==> src/hw/rtl/papc_pkg.sv <==
// Shared types, status codes and the exp2 constant table for the option pricer.
`default_nettype none

package papc_pkg;

    // Status codes of a result beat
    localparam logic [1:0] ST_OK    = 2'd0;
    localparam logic [1:0] ST_UNDEF = 2'd1;
    localparam logic [1:0] ST_SAT   = 2'd2;

    localparam logic [47:0] PRICE_MAX = '1;

    // Input beat
    typedef struct packed {
        logic               mode;
        logic        [31:0] strike_price;
        logic        [31:0] volatility;
        logic signed [31:0] riskfree_rate;
        logic signed [31:0] carry_rate;
        logic        [31:0] spot_price;
    } req_t;

    // Result beat
    typedef struct packed {
        logic [47:0] price;
        logic [1:0]  status;
    } rsp_t;

    // Classified job handed from the front part to the engine
    typedef struct packed {
        logic               mode;
        logic        [31:0] strike_price;
        logic signed [31:0] riskfree_rate;
        logic signed [31:0] carry_rate;
        logic        [31:0] spot_price;
        logic        [63:0] vsq;
        logic               undef;
    } job_t;

    // Queue status seen by both sides
    typedef struct packed {
        logic full;
        logic empty;
    } q_stat_t;

    typedef logic [31:0][63:0] exp_tab_t;

    // Q2.62 constants 2^(2^-i), i = 1..32, each the floor root of the one before
    function automatic exp_tab_t exp_table();
        exp_tab_t     tab;
        logic [127:0] rad;
        logic [127:0] sq;
        logic [63:0]  r;
        logic [63:0]  tt;
        rad = 128'd1 << 125;
        for (int i = 0; i < 32; i++)
        begin
            r = '0;
            for (int bi = 63; bi >= 0; bi--)
            begin
                tt = r | (64'd1 << bi);
                sq = 128'(tt) * 128'(tt);
                if (sq <= rad)
                begin
                    r = tt;
                end
            end
            tab[i] = r;
            rad = 128'(r) << 62;
        end
        return tab;
    endfunction

    localparam exp_tab_t EXP_TAB = exp_table();

endpackage

`default_nettype wire

==> src/hw/rtl/papc_queue.sv <==
// Short job queue between the front part and the engine.
`default_nettype none

module papc_queue #(
    parameter int DEPTH = 2
) (
    input  wire logic              clk,
    input  wire logic              rst_n,
    input  wire logic              push,
    input  wire papc_pkg::job_t    push_job,
    input  wire logic              pop,
    output papc_pkg::job_t         pop_job,
    output papc_pkg::q_stat_t      qstat
);

    localparam int PW = (DEPTH > 1) ? $clog2(DEPTH) : 1;
    localparam int CW = $clog2(DEPTH + 1);

    papc_pkg::job_t  slot_reg [DEPTH];
    logic [PW-1:0]   wr_ptr_reg;
    logic [PW-1:0]   rd_ptr_reg;
    logic [CW-1:0]   count_reg;

    assign qstat.full  = (count_reg == CW'(DEPTH));
    assign qstat.empty = (count_reg == '0);
    assign pop_job     = slot_reg[rd_ptr_reg];

    // Store pushed beats
    always_ff @(posedge clk)
    begin
        if (push)
        begin
            slot_reg[wr_ptr_reg] <= push_job;
        end
    end

    // Advance pointers and fill count
    always_ff @(posedge clk or negedge rst_n)
    begin
        if (!rst_n)
        begin
            wr_ptr_reg <= '0;
            rd_ptr_reg <= '0;
            count_reg  <= '0;
        end
        else
        begin
            if (push)
            begin
                wr_ptr_reg <= (wr_ptr_reg == PW'(DEPTH - 1)) ? '0 : wr_ptr_reg + 1'b1;
            end
            if (pop)
            begin
                rd_ptr_reg <= (rd_ptr_reg == PW'(DEPTH - 1)) ? '0 : rd_ptr_reg + 1'b1;
            end
            if (push && !pop)
            begin
                count_reg <= count_reg + 1'b1;
            end
            else if (pop && !push)
            begin
                count_reg <= count_reg - 1'b1;
            end
        end
    end

endmodule

`default_nettype wire

==> config.mk <==
export PLATFORM = sky130hd
export DESIGN_NAME = papc_queue
export DESIGN_NICKNAME = d
export VERILOG_FILES = /design/src/hw/rtl/papc_pkg.sv /design/src/hw/rtl/papc_queue.sv
export SDC_FILE = /design/constraint.sdc
export NUM_CORES = 1
export LEC_CHECK = 0
export BUFFER_PORTS_ARGS = -buffer_cell sky130_fd_sc_hd__buf_2
export CORE_MARGIN = 3
export CORE_UTILIZATION = 40
export CTS_CLUSTER_DIAMETER = 200
export DETAILED_ROUTE_END_ITERATION = 10
export HOLD_SLACK_MARGIN = 0.12
export PLACE_DENSITY = 0.72
export SETUP_SLACK_MARGIN = 0.4
export SLEW_MARGIN = 10
export SYNTH_ARGS = -nofsm -noshare
export SYNTH_HDL_FRONTEND = slang
export SYNTH_SLANG_ARGS = --single-unit
export TNS_END_PERCENT = 10
==> constraint.sdc <==
create_clock -name clk -period 21.5 [get_ports clk]
set_clock_uncertainty 0.2 [all_clocks]
set_input_delay 2.15 -clock clk [delete_from_list [all_inputs] [get_ports clk]]
set_output_delay 2.15 -clock clk [all_outputs]
set_load 0.03 [all_outputs]
==> summary.md <==
| Metric | Value |
|---|---|
| Crit path launch type | `flop` |
| Residual DRC | `0` |
| Post-synthesis cell type count | `13` |
| Met1 Track Usage GR | `0.164` |
| VDD IR max | `0.0000953 V` |
| Reg clk slew, reported paths | `0.06 ns` |
| Fin crit share | `0.287` |
| Max-cap violations | `0` |
| # setup viols final | `0` |
| Final min period | `6.17 ns` |
| Fillers | `2929` |
| Initial Util | `0.411` |
| Met3 Use GR | `0.0569` |
| Unrepaired setup endpoints after global routing | `no` |
| CTS root buffer | `clkbuf_16` |
| Worst hold start | `count_reg[1]` |
| Antenna violations before repair | `11` |
| Post-CTS Setup Bufs | `0` |
| Tot GR Track Use | `0.146` |
| Met2 Usage GRT | `0.246` |
| Drt pass-1 iters | `4` |
| Clock Path Buffers | `3` |
| FF+latch area | `11800 sq um` |
| Die W | `198 um` |
| GR peak layer | `met2` |
| Multi-input gate area | `2840 sq um` |
| Hold Fails Final Rpt | `0` |
| Cell area power density | `145 nW/um^2` |
| EDFF count, synth | `388` |
| Required time of the critical path | `19.15 ns` |
| Mapped cell area | `14800 sq um` |
| Synthesized netlist cell count | `620` |
| Max FO, Critical Path | `54` |
| Hold Buf Count CTS | `0` |
| Flip-flop count of the largest register after layout | `388` |
| Pre-CTS worst setup slack | `15.81 ns` |
| Crit Path Category | `reg -> out` |
| Top cells by area, synth | `edfxtp_1 79%, mux2_4 15%, mux2_2 3.3%` |
| GP Congestion | `0.755` |
| Std-Cell Rows | `69` |
| Largest net degree at the start of global routing | `73` |
| IO buf count | `393` |
| Die Y | `198 um` |
| Worst r2r src | `wr_ptr_reg` |
| Ys Warns | `0` |
| Antenna Violating Nets Remaining | `0` |
| Core area | `36000 sq um` |
| Register area share after synthesis | `0.794` |
| Die area | `39400 sq um` |
| Fin nets | `1241` |
| Post-Route WL | `30000 um` |
| Resize count post-CTS | `0` |
| Final core occ | `0.510` |
| Worst-Skew Late Latency | `0.53 ns` |
| Via density | `4.72` |
| Share of cells above drive strength 1 | `0.605` |
| Num CTS Buffers | `40` |
| # IOs | `394` |
| Post-synth top area cell | `edfxtp_1` |
| Power, Total | `2.66 mW` |
| Critical Path Source | `rd_ptr_reg` |
| CP arrival | `3.82 ns` |
| Highest Clock Rate | `162 MHz` |
| Worst Setup End Kind | `primary output` |
| Worst Setup Slack, final | `15.33 ns` |
| Wire per inst | `19.6 um` |
| Post-route setup TNS | `0 ns` |
| Clock Sinks | `392` |
| Initial DRC count | `260` |
| Slew Limit Headroom | `0.307` |
| Syn_area_per_cell | `23.9 sq um` |
| Primary FF master, synth | `edfxtp_1` |
| Synthesized flop and latch total | `392` |
| Final HPWL from detailed placement | `20200 um` |
| CTS tree | `built` |
| Via Count | `7233` |
| GRT overflow | `0` |
| Leak Pwr | `7.28 nW` |
| Top cells by count, synth | `388 x edfxtp_1, 150 x mux2_4, 44 x mux2_2, 18 x buf_6` |
| First-pass GRT wire length | `43400 um` |
| Post-synth top area share | `0.787` |
| FFs w/ async S/R, synth | `0.0102` |
| Most common cell in the synthesized netlist | `edfxtp_1` |
| Net Count, Synth | `819` |
| Slew Limit Fails | `0` |
| H-tree levels | `2` |
| Type of the tightest min-delay check | `reg -> reg` |
| Worst-margin pin slew | `1.04 ns` |
| Status | `completed` |
| Vias in the first global route | `7691` |
| Syn-to-layout area delta | `24.0%` |
[kinds of logic (layout without fill, tap and decap cells)]
group                    after synthesis  after routing  synth area share
adder cells (fa/ha/maj)                1              1          0.000845
buffers and inverters                 23            470            0.0153
multiplexers                         194            194             0.186
flip-flops                           392            392             0.794
AND/OR/NAND/NOR                        5              5           0.00177
XOR/XNOR                               5              5           0.00296
other                                  0              5                 0
[report_power, final]
group / internal (mW) / total, mW / switching, mW
sequential: 1.02 / 1.07 / 0.0542
combinational: 0.371 / 0.978 / 0.606
clock: 0.348 / 0.610 / 0.262
[final cells by class]
cell class                      instances  area share
Antenna cell                            5    0.000681
Clock buffer                           52      0.0581
Clock inverter                         15     0.00395
Inverter                                1    0.000204
Multi-Input combinational cell        205       0.155
Sequential cell                       392       0.640
Tap cell                              461      0.0314
Timing Repair Buffer                  402       0.111
[worst max-delay path: stages (launching register included)]
cell and delay, ns:
dfrtp_4 0.88, buf_4 0.82, buf_4 0.87, mux2_2 0.42, buf_2 0.18
[metal layers]
layer / part of all wire / vias up / wire (um)
li1: - / 3324 / -
met1: 0.38 / 3519 / 11300
met4: 0.032 / 12 / 958
met2: 0.50 / 303 / 15000
met3: 0.089 / 75 / 2670
met5: 0.0025 / - / 74
[stage by stage]
| stage | hold WS [ns] | std cells | instance area [sq um] |
|---|---|---|---|
| floorplan | 0.255 | 620 | 14800 |
| global placement | 0.280 | 1461 | 17200 |
| detailed placement | 0.276 | 1461 | 17200 |
| CTS | 0.292 | 1528 | 18400 |
| global route | 0.335 | 1533 | 18400 |
| finish | 0.292 | 1533 | 18400 |
[worst paths after layout]
| path | endpoint | slack (ns) | cells past startpoint |
|---|---|---|---|
| max | pop_job[180] | 15.33 | 4 |
| min | count_reg[1] | 0.29 | 1 |
| max reg2reg | slot_reg[0][107] | 18.47 | 3 |
| min reg2reg | count_reg[1] | 0.29 | 1 |
| max in group asynchronous | rd_ptr_reg | 19.73 | 1 |
| min in group asynchronous | count_reg[1] | 1.22 | 1 |
[cell usage in the layout (no fill, tap or decap)]
cell type,count
inv_1,1
xor2_1,4
and2_4,1
clkinv_2,3
nor2b_1,1
edfxtp_1,388
nor2_1,2
mux2_4,150
mux2_2,44
clkbuf_1,11
diode_2,5
inv_6,1
nor2b_4,1
clkinv_1,9
clkinvlp_4,2
clkbuf_16,41
buf_4,9
dfrtp_1,3
xnor2_1,1
buf_2,393
dfrtp_4,1
ha_1,1
No activity file was read; power rests on OpenSTA's default activity.
