==> src/hw/rtl/papc_pkg.sv <==
// Shared types, status codes and the exp2 constant table for the option pricer.
`default_nettype none

package papc_pkg;

    // Status codes of a result beat
    localparam logic [1:0] ST_OK    = 2'd0;
    localparam logic [1:0] ST_UNDEF = 2'd1;
    localparam logic [1:0] ST_SAT   = 2'd2;

    localparam logic [47:0] PRICE_MAX = '1;

    // Input beat
    typedef struct packed {
        logic               mode;
        logic        [31:0] strike_price;
        logic        [31:0] volatility;
        logic signed [31:0] riskfree_rate;
        logic signed [31:0] carry_rate;
        logic        [31:0] spot_price;
    } req_t;

    // Result beat
    typedef struct packed {
        logic [47:0] price;
        logic [1:0]  status;
    } rsp_t;

    // Classified job handed from the front part to the engine
    typedef struct packed {
        logic               mode;
        logic        [31:0] strike_price;
        logic signed [31:0] riskfree_rate;
        logic signed [31:0] carry_rate;
        logic        [31:0] spot_price;
        logic        [63:0] vsq;
        logic               undef;
    } job_t;

    // Queue status seen by both sides
    typedef struct packed {
        logic full;
        logic empty;
    } q_stat_t;

    typedef logic [31:0][63:0] exp_tab_t;

    // Q2.62 constants 2^(2^-i), i = 1..32, each the floor root of the one before
    function automatic exp_tab_t exp_table();
        exp_tab_t     tab;
        logic [127:0] rad;
        logic [127:0] sq;
        logic [63:0]  r;
        logic [63:0]  tt;
        rad = 128'd1 << 125;
        for (int i = 0; i < 32; i++)
        begin
            r = '0;
            for (int bi = 63; bi >= 0; bi--)
            begin
                tt = r | (64'd1 << bi);
                sq = 128'(tt) * 128'(tt);
                if (sq <= rad)
                begin
                    r = tt;
                end
            end
            tab[i] = r;
            rad = 128'(r) << 62;
        end
        return tab;
    endfunction

    localparam exp_tab_t EXP_TAB = exp_table();

endpackage

`default_nettype wire

==> src/hw/rtl/papc_front.sv <==
// Front part: accepts input beats, squares sigma and flags zero sigma or strike.
`default_nettype none

module papc_front (
    input  wire logic              clk,
    input  wire logic              rst_n,
    input  wire logic              start,
    input  wire papc_pkg::req_t    req,
    output logic                   busy,
    input  wire papc_pkg::q_stat_t qstat,
    output logic                   push,
    output papc_pkg::job_t         push_job
);

    logic           stage_valid_reg;
    papc_pkg::job_t stage_reg;
    logic           accept;

    assign busy     = stage_valid_reg && qstat.full;
    assign accept   = start && !busy;
    assign push     = stage_valid_reg && !qstat.full;
    assign push_job = stage_reg;

    // Hold the stage flag
    always_ff @(posedge clk or negedge rst_n)
    begin
        if (!rst_n)
        begin
            stage_valid_reg <= 1'b0;
        end
        else if (accept)
        begin
            stage_valid_reg <= 1'b1;
        end
        else if (push)
        begin
            stage_valid_reg <= 1'b0;
        end
    end

    // Classify and register the beat
    always_ff @(posedge clk)
    begin
        if (accept)
        begin
            stage_reg.mode          <= req.mode;
            stage_reg.strike_price  <= req.strike_price;
            stage_reg.riskfree_rate <= req.riskfree_rate;
            stage_reg.carry_rate    <= req.carry_rate;
            stage_reg.spot_price    <= req.spot_price;
            stage_reg.vsq           <= 64'(req.volatility) * 64'(req.volatility);
            stage_reg.undef         <= (req.volatility == '0) || (req.strike_price == '0);
        end
    end

endmodule

`default_nettype wire

==> config.mk <==
export PLATFORM = sky130hd
export DESIGN_NAME = papc_front
export DESIGN_NICKNAME = d
export VERILOG_FILES = /design/src/hw/rtl/papc_pkg.sv /design/src/hw/rtl/papc_front.sv
export SDC_FILE = /design/constraint.sdc
export NUM_CORES = 2
export LEC_CHECK = 0
export ABC_AREA = 1
export BUFFER_PORTS_ARGS = -buffer_cell sky130_fd_sc_hd__buf_2
export CELL_PAD_IN_SITES_DETAIL_PLACEMENT = 1
export CELL_PAD_IN_SITES_GLOBAL_PLACEMENT = 2
export CORE_AREA = 2 2 332 334
export CTS_BUF_LIST = sky130_fd_sc_hd__clkbuf_8 sky130_fd_sc_hd__clkbuf_16
export CTS_CLUSTER_DIAMETER = 100
export DETAILED_ROUTE_END_ITERATION = 16
export DIE_AREA = 0 0 334 336
export PLACE_DENSITY = 0.72
export SETUP_SLACK_MARGIN = 0.2
export SYNTH_ARGS = -nofsm -noshare
export SYNTH_HDL_FRONTEND = slang
export SYNTH_SLANG_ARGS = --single-unit
==> constraint.sdc <==
create_clock -name clk -period 13.55 [get_ports clk]
set_clock_uncertainty 0.2 [all_clocks]
set_input_delay 0.6775 -clock clk [delete_from_list [all_inputs] [get_ports clk]]
set_output_delay 0.6775 -clock clk [all_outputs]
set_load 0.02 [all_outputs]
==> results.md <==
STA:
- The final worst-path cycle share is 57.9%.
- The final hold violation count was 0.
- The final count of negative-setup-slack endpoints is 0.
- The worst pin sits at a relative slew slack of 29.0%.
- Summed over all failing endpoints, the final setup total negative slack is 0 ps.
- The number of pins with negative max-slew slack in the final report is 0.
- Setup repair after global routing left no endpoint under its margin.
- The highest clock rate is 0.127 GHz.
- Subtracting the final worst setup slack from the clock period gives roughly 8000 ps.
- The pin slew with the least headroom to its limit is 1070 ps.

Run:
- The number of max-capacitance violations reported is 0.

Global routing:
- Global routing consumed, on the met2 layer, 38.8% of the routing resources.
- The number of antenna violations at the first check in global routing was 8.
- The layer flagged by global routing as most heavily used is met2.
- The met1 demand-to-capacity share in global routing is 28.0%.
- The sum of overflow across all layers after global routing is 0.
- The first-pass GRT wire length is 181000 um.
- Entering global routing, the biggest net connects 78 pins.
- The via count of the first global-routing pass is 30700.
- Global routing consumed, over all layers together, about a fifth of the routing resources.
- The met3 routing resource usage after global routing is 1.85%.

Final layout:
- The final layout net count is between 5000 and 6000.
- The number of fill cells in the layout is 13000.
- In the final layout, flip-flops and latches occupy 0.00582 mm2.
- The post-layout utilization of the core is around two fifths.
- In the layout the commonest cells are sky130_fd_sc_hd__inv_1 (1451), sky130_fd_sc_hd__nand2_1 (1044), sky130_fd_sc_hd__fa_1 (792), sky130_fd_sc_hd__buf_2 (359), sky130_fd_sc_hd__ha_1 (299).
- The library cell used most frequently in the layout, excluding fill and tap cells, is sky130_fd_sc_hd__inv_1.
- The number of flip-flops under the largest register name is 193.
- The share of post-route cells with drive strength above 1 is about a tenth.
- In the final layout, the multi-input gates occupy 0.0260 mm2.
- The growth of design area from synthesis to finish is 10.5%.
- The finished cells cover 0.0417 mm2.

Worst setup path:
- The cell with the largest stage delay on the worst path is sky130_fd_sc_hd__buf_2.
- The kind of cell adding the most delay to the critical path is adder cells.
- The critical path goes through buf_2 > nand2_1 > inv_1 > fa_1 > fa_1 > inv_1 > fa_1 > fa_1 > inv_1 > fa_1 > fa_1 > fa_1 > fa_1 > ha_1 > nand2_1 > inv_1 > nand2_1 > nand2_1 > a21oi_1 > nand3_2 > xor2_1.
- STA puts the critical path data required time at 13540 ps.
- The data arrival time of the critical path is about 7800 ps.
- In this run the worst path has a maximum fanout of 34.
- The startpoint type of the worst setup path is an input pin.
- The most common cell type on the critical path is sky130_fd_sc_hd__fa_1.
- STA classifies the critical path endpoint as a flop.
- The worst path buffer plus inverter count is 5.
- The category of the most critical setup path is input pin to flop.
- In this design, the stage delay of the slowest critical-path cell is 770 ps.

Clocking:
- The count of cells resized by post-cts repair is 0.
- The clock insertion delay at the later pin of the skew report is 460 ps.
- In this run the clock root is driven by a sky130_fd_sc_hd__clkbuf_16.
- Counting along the longest clock path gives a buffer depth of 2.
- The H-tree depth reported by CTS is 4.
- The count of clock tree sinks is roughly 190.
- The total clock buffers created by CTS is 17.
- After clock tree synthesis, the clock-pin slew on the worst setup and hold paths is 80 ps.
- The CTS tree is built.

Logic synthesis:
- In this run, synthesis produced a sequential element count of 194.
- The synthesized area divided by synthesized cell count is 8.74 um2.
- Yosys printed 0 warnings.
- The count of distinct cell types in the synthesized netlist is 35.
- The netlist area before placement is 0.0377 mm2.
- The post-synthesis net count is 5573.
- The sequential cell area fraction in the yosys report is 15.4%.
- The cell count after synthesis came out at 4316.

Route:
- After detailed routing, the average wire length per cell comes to 19.0 um.
- The first routing iteration left 1187 violations.
- The number of vias per cell after detailed routing is 4.50.
- The final layout contains routed wiring with a total length of 115000 um.
- After detailed routing, the number of remaining DRC violations is 0.
- The via count of the routed design is around 27000.
- The remaining antenna violation count after routing is 0.
- The number of iterations in the first detailed-routing pass is 5.

Worst hold path:
- The path class of the lowest-slack min-delay path is input pin to flop.

Die:
- The y dimension of the die is ~340 um.
- The die covers roughly 0.11 mm2.
- For this configuration, the core starts out at a cell density of 34.8%.
- After floorplanning, the core was sized to cover about 0.11 mm2.
- From left edge to right edge, the die measures around 330 um.
- 362 I/O pins were placed.
- The initialized floorplan defines 121 standard-cell rows.

Place:
- Input and output buffers added on the ports amount to 359.
- The standard cell area after detailed placement is a little over 0.04 mm2.
- The final weighted congestion in routability-driven placement is 0.829.
- The estimated wirelength of the detail-placed design is 97000 um.

Status:
- The run finished with clean final reports.
[through the flow]
stage	std cells	hold WS (ps)	worst slack [ps]
final	6035	191	5710
after floorplan	4316	182	3720
after detailed placement	6000	256	5060
after global placement	6000	255	5180
after global routing	6035	171	5360
after CTS	6033	167	5520
[cell families after synthesis]
group | after synthesis | share of synthesized area (%)
adder cells (fa/ha/maj) | 1091 | 51.9
XOR/XNOR | 77 | 1.79
AND/OR/NAND/NOR | 1287 | 13.7
buffers and inverters | 1573 | 15.7
other | 1 | 0.00994
AO/OA/AOI/OAI | 93 | 1.49
flip-flops | 194 | 15.4
[cells in the mapped netlist, drive strengths merged]
cell type / instances / area, um2
inv: 1453 / 5450
nand2: 1053 / 3980
o21ai: 4 / 20.0
dfrtp: 1 / 25.0
a31oi: 2 / 12.5
a21o: 3 / 22.5
fa: 792 / 15900
o21bai: 25 / 188
nor4: 19 / 119
and3b: 1 / 8.76
a21oi: 52 / 260
or2: 5 / 31.3
xor2: 62 / 543
nand3: 57 / 325
nor3: 19 / 115
edfxtp: 193 / 5800
nand4: 21 / 131
clkinv: 1 / 3.75
conb: 1 / 3.75
a31o: 6 / 52.6
xnor2: 15 / 131
o22ai: 1 / 6.26
ha: 299 / 3740
and3: 1 / 6.26
buf: 18 / 76.3
nor2: 111 / 459
clkbuf: 101 / 379
[worst paths after layout]
check                                       startpoint                           to  slack [ps]  cells past startpoint
min reg2reg                stage_valid_reg$_DFFE_PN0P_  stage_valid_reg$_DFFE_PN0P_         300                      2
max                                           req[104]       push_job[28]$_DFFE_PP_        5710                     21
min in group asynchronous                        rst_n  stage_valid_reg$_DFFE_PN0P_         340                      2
max reg2reg                stage_valid_reg$_DFFE_PN0P_       push_job[39]$_DFFE_PP_       10660                      5
max in group asynchronous                        rst_n  stage_valid_reg$_DFFE_PN0P_       12730                      2
min                                            req[46]      push_job[111]$_DFFE_PP_         190                      1
[repair_timing]
item	in CTS	in global routing
hold buffers	1	0
setup buffers	0	0
setup endpoints to repair	0	0
hold endpoints to repair	1	0
[metal layers]
layer / vias up / part of all wire, %
li1: 12800 / -
met1: 14000 / 44
met2: 341 / 52
met3: 93 / 2.8
met4: 2 / 1.3
met5: - / 0.010
[layout make-up]
type                    count  share of cell area (%)
multi-input cells        2549                    62.4
flip-flops and latches    194                    14.0
inverters                1454                    13.1
repair buffers            390                    4.87
well taps                1414                    4.24
clock buffers              17                    1.02
clock inverters            15                   0.390
diodes                      2                  0.0120
Power is left out: the tool's default activity adds up to more than one toggle a clock period on the data nets, which glitch-free logic cannot reach.
